**config.mk**
```make
export PLATFORM = sky130hd
export DESIGN_NAME = ajrb_stats
export DESIGN_NICKNAME = d
export VERILOG_FILES = /design/src/sv/ajrb_pkg.sv /design/src/sv/ajrb_stats.sv
export SDC_FILE = /design/constraint.sdc
export NUM_CORES = 1
export LEC_CHECK = 0
export ABC_AREA = 1
export BUFFER_PORTS_ARGS = -buffer_cell sky130_fd_sc_hd__buf_4
export CAP_MARGIN = 30
export CORE_AREA = 8 8 150 152
export DETAILED_ROUTE_END_ITERATION = 10
export DIE_AREA = 0 0 158 160
export PLACE_DENSITY = 0.81
export REMOVE_ABC_BUFFERS = 1
export SYNTH_ARGS = -nofsm -noshare
export SYNTH_HDL_FRONTEND = slang
export SYNTH_SLANG_ARGS = --single-unit
```
**constraint.sdc**
```tcl
create_clock -name clock -period 4.4 [get_ports clock]
set_input_delay 0 -clock clock [delete_from_list [all_inputs] [get_ports clock]]
set_output_delay 0 -clock clock [all_outputs]
set_load 0.01 [all_outputs]
```
**src/sv/ajrb_pkg.sv**
```systemverilog
// ajrb_pkg: shared types and codes of the audio jitter reorder buffer
// no dependencies; imported by every module of the block

package ajrb_pkg;

   localparam int INDEX_W  = 32;
   localparam int TIME_W   = 48;
   localparam int HANDLE_W = 32;
   localparam int LEN_W    = 16;
   localparam int COUNT_W  = 32;
   localparam int DELAY_W  = 24;   // target delay in microseconds, max 16383 * 1000
   localparam int CSR_W    = 14;
   localparam int STATUS_W = 3;

   localparam int REQ_DATA_W = INDEX_W + TIME_W + HANDLE_W + LEN_W + TIME_W;
   localparam int RSP_DATA_W = INDEX_W + TIME_W + HANDLE_W + LEN_W + 5 * COUNT_W;

   localparam int US_PER_MS = 1000;

   // command codes
   localparam logic CMD_PUSH = 1'b0;
   localparam logic CMD_POP  = 1'b1;

   // result status codes
   localparam logic [STATUS_W-1:0] STATUS_ACCEPTED  = 3'd0;
   localparam logic [STATUS_W-1:0] STATUS_LATE      = 3'd1;
   localparam logic [STATUS_W-1:0] STATUS_DUPLICATE = 3'd2;
   localparam logic [STATUS_W-1:0] STATUS_FULL      = 3'd3;
   localparam logic [STATUS_W-1:0] STATUS_FRAME     = 3'd4;
   localparam logic [STATUS_W-1:0] STATUS_CONCEAL   = 3'd5;
   localparam logic [STATUS_W-1:0] STATUS_NONE      = 3'd6;

   // one descriptor slot as held in the slot memory
   typedef struct packed {
      logic                valid;
      logic [INDEX_W-1:0]  index;
      logic [TIME_W-1:0]   timestamp;
      logic [TIME_W-1:0]   arrival;
      logic [HANDLE_W-1:0] handle;
      logic [LEN_W-1:0]    length;
   } slot_type;

   // counter increments of one item
   typedef struct packed {
      logic pushed;
      logic late;
      logic duplicate;
      logic emitted;
      logic concealed;
   } stat_inc_type;

   typedef struct packed {
      logic [COUNT_W-1:0] pushed;
      logic [COUNT_W-1:0] late;
      logic [COUNT_W-1:0] duplicate;
      logic [COUNT_W-1:0] emitted;
      logic [COUNT_W-1:0] concealed;
   } stat_cnt_type;

endpackage

```
**src/sv/ajrb_stats.sv**
```systemverilog
// ajrb_stats: wrapping statistics counters of the jitter buffer
// depends on ajrb_pkg for the counter structs

module ajrb_stats
   import ajrb_pkg::*;
(
   input  logic         clock,
   input  logic         reset,
   input  logic         en,
   input  stat_inc_type inc,
   output stat_cnt_type cnt_next
);

   stat_cnt_type cnt_ff;

   always_comb begin
      cnt_next.pushed    = cnt_ff.pushed    + COUNT_W'(inc.pushed);
      cnt_next.late      = cnt_ff.late      + COUNT_W'(inc.late);
      cnt_next.duplicate = cnt_ff.duplicate + COUNT_W'(inc.duplicate);
      cnt_next.emitted   = cnt_ff.emitted   + COUNT_W'(inc.emitted);
      cnt_next.concealed = cnt_ff.concealed + COUNT_W'(inc.concealed);
   end

   always_ff @(posedge clock) begin
      if (reset) begin
         cnt_ff <= '0;
      end else if (en) begin
         cnt_ff <= cnt_next;
      end
   end

endmodule

```
==> flow_summary.yaml <==
power:
  power_leakage_nw: 6.60
  p_comb_share_pct: 16.3
  ir_drop_mv: 0.236
  clock_power_share_pct: 42.2
  p_per_area_nw_per_um2: 306
  p_switching_w: 0.00112
  seq_power_share_pct: 41.5
  p_int_w: 0.00284
  p_sw_share_pct: 28.2
critical_path:
  cp-startpoint: "cnt_ff[96]"
  cp_slowest_cell: "dfxtp_1"
  r2r-start: "cnt_ff[96]"
  worstPathCellList: "ha_1 > ha_1 > nand2_1 > nor2_4 > nand2_4 > nor2_4 > xor2_1 > inv_1 > buf_4"
  r2r_cells: 10
  crit_path_start_kind: "flop"
  slowest_delay_ps: 350
  critical_path_arrival_ps: 2160
  setup.worst_path.class: "flop to output pin"
  required_ps: 4400
  worstSetupEndpointType: "output pin"
  regToRegEndpoint: "cnt_ff[106]"
  r2r_slack_ps: 2570
  worstPathMaxFanout: 6
run_status:
  status: "finished clean"
sta:
  finalCriticalPeriod_ps: 2160
  timing.final.crit_share_pct: 49.0
  layout_setup_ws_ps: 2240
  setup_viol: 0
  hold_viol_final: 0
  clock.fmax_ghz: 0.463
  final-max-slew-violation-count: 0
  rsz0062_at_grt: "false"
  tns_ps: 0
  tightest_slew_ps: 892
  fin_worst_skew_ps: 11.7
  maxSlewHeadroom_pct: 40.5
placed_design:
  post-dp-hpwl_um: 21800
  port_buffers: 167
  dp_slack_ps: 2440
  place_congestion: 0.906
min_path:
  holdPathStages: 4
  hold_start: "inc[0]"
  hold_path_class: "input pin to flop"
  min_to: "cnt_ff[0]"
cells_and_area:
  syn_to_final_growth_pct: 19.3
  largest_reg_flops: 160
  fin_util_pct: 64.6
  reg.largest.list: "cnt_ff: 160 flops"
  final_common_cell: "nand2_1"
  diodes: 0
  final_cell_mix: "603 x nand2_1, 325 x inv_1, 238 x nor2_1"
  drive_gt1_share_pct: 12.3
  top_register: "cnt_ff"
  nets: 2057
routing:
  vias: 11700
  drt_wl_total_um: 30000
  drc: 0
  viasPerCell: 5.05
  wl_per_cell_um: 12.9
  drtIter0Drc: 635
  dr.pass1.iters: 8
  ant_nets: 0
global_routing:
  grt_max_degree: 122
  grt_remaining_overflow: 0
  antenna_found_initial: 0
  grt_pass1_vias: 10800
  grt_pass1_wl_um: 49900
  grt_usage_pct: 23.6
floorplanning:
  dieArea_um2: 25300
  start_util_pct: 54.1
  die_y_um: 160
  ios: 168
  core-area_um2: 20000
  die_width_um: 158
  rows: 52
clock_tree:
  cts_buffer_depth: 2
  cts_tree: "yes"
  numClockSinks: 160
  postCtsSetupBuffers: 0
  cts_root_buf: "clkbuf_16"
  htree_levels: 4
  post_cts_resized: 0
  numCtsBuffers: 17
  insertion_delay_ps: 430
  clk_pin_slew_worst_paths_ps: 60
logic_synthesis:
  synthTopCellsByArea: "dfxtp_1 30%, nand2_1 21%, inv_1 11%, nor2_1 8.2%, nand3_1 7.1%"
  post-synth-top-area-cell: "dfxtp_1"
  syn_area_um2: 10800
  ys_seq_area_share_pct: 29.5
  syn_inst: 1894
  synth.distinct_cells: 22
  synth_top_area_share_pct: 29.5
  syn_area_per_cell_um2: 5.73
  ys_ff_latch: 160
  yosysWarnings: 0
run:
  drv_cap: 0
[worst max-delay path: cells and delay by family, from the launching register on]
| family | cells | cell delay (ps) |
|---|---|---|
| adder cells (fa/ha/maj) | 2 | 380 |
| buffers and inverters | 2 | 200 |
| AND/OR/NAND/NOR | 4 | 560 |
| XOR/XNOR | 1 | 240 |
| flip-flops | 1 | 350 |
[power groups by stage]
stage | sequential, W | combinational [W] | clock, W
5_1_grt | 0.00166 | 0.000726 | 0.00176
2_1_floorplan | 0.00164 | 0.000371 | 0
3_5_place_dp | 0.00167 | 0.000645 | 0
3_3_place_gp | 0.00167 | 0.000627 | 0
6_report | 0.00164 | 0.000646 | 0.00167
4_1_cts | 0.00164 | 0.000651 | 0.00169
[cell families after synthesis]
kind of cell	after synthesis	share of synthesized area [%]
buf+inv	378	13.2
fa+ha+maj	14	1.61
flops	160	29.5
simple gates	1055	40.8
xor+xnor	45	3.63
compound gates	242	11.2
[what timing repair did]
item / CTS / global route
hold buffers: 2 / 0
setup endpoints to repair: 0 / 0
endpoints found under the hold margin: 2 / 0
[cell usage after synthesis]
master / count
nand2_4: 3
nor2_1: 238
nor2_2: 14
o21ai_0: 85
clkbuf_1: 28
xnor2_1: 4
buf_2: 10
and2_1: 10
nand3b_1: 1
inv_2: 1
xor2_1: 41
nand2_2: 11
ha_1: 14
dfxtp_1: 160
o21ai_1: 26
a21oi_1: 130
nand3_1: 153
nor2_4: 22
a211oi_1: 1
buf_1: 14
inv_1: 325
nand2_1: 603
[area by class of cell]
type                       instances  area, µm²
multi-input combinational       1356       6210
sequential                       160       3200
tap                              270        338
clock buffer                      22        464
inverter                         326       1230
clock inverter                     9        180
timing repair buffer             174       1310
fill                            1919       7100
[how the worst max path moves through the flow]
stage	endpoint	slack, ps	cells past startpoint
2_1_floorplan	cnt_ff[31]	2460	4
3_3_place_gp	cnt_ff[9]	2470	6
3_5_place_dp	cnt_ff[28]	2440	6
4_1_cts	cnt_next[106]	2240	9
5_1_grt	cnt_next[126]	2070	10
6_report	cnt_next[106]	2240	9
[per-stage QoR]
| step | hold WS, ps | instances | instance area [µm²] | total power (W) |
|---|---|---|---|---|
| global route | 5.45 | 2317 | 12900 | 0.00414 |
| detailed placement | 360 | 2284 | 12300 | 0.00232 |
| finish | 25.4 | 2317 | 12900 | 0.00396 |
| floorplan | 78.5 | 1842 | 10600 | 0.00201 |
| global placement | 356 | 2284 | 12300 | 0.00230 |
| CTS | 4.41 | 2317 | 12900 | 0.00398 |
[per-layer routing]
layer / vias to the layer above / GRT usage (%) / wire (µm)
li1: 6068 / - / -
met1: 5217 / 29.1 / 13100
met2: 371 / 39.8 / 14300
met5: - / 0 / 0
met3: 38 / 5.34 / 2180
met4: 0 / 7.38 / 480
No activity file was read; power rests on OpenSTA's default activity.
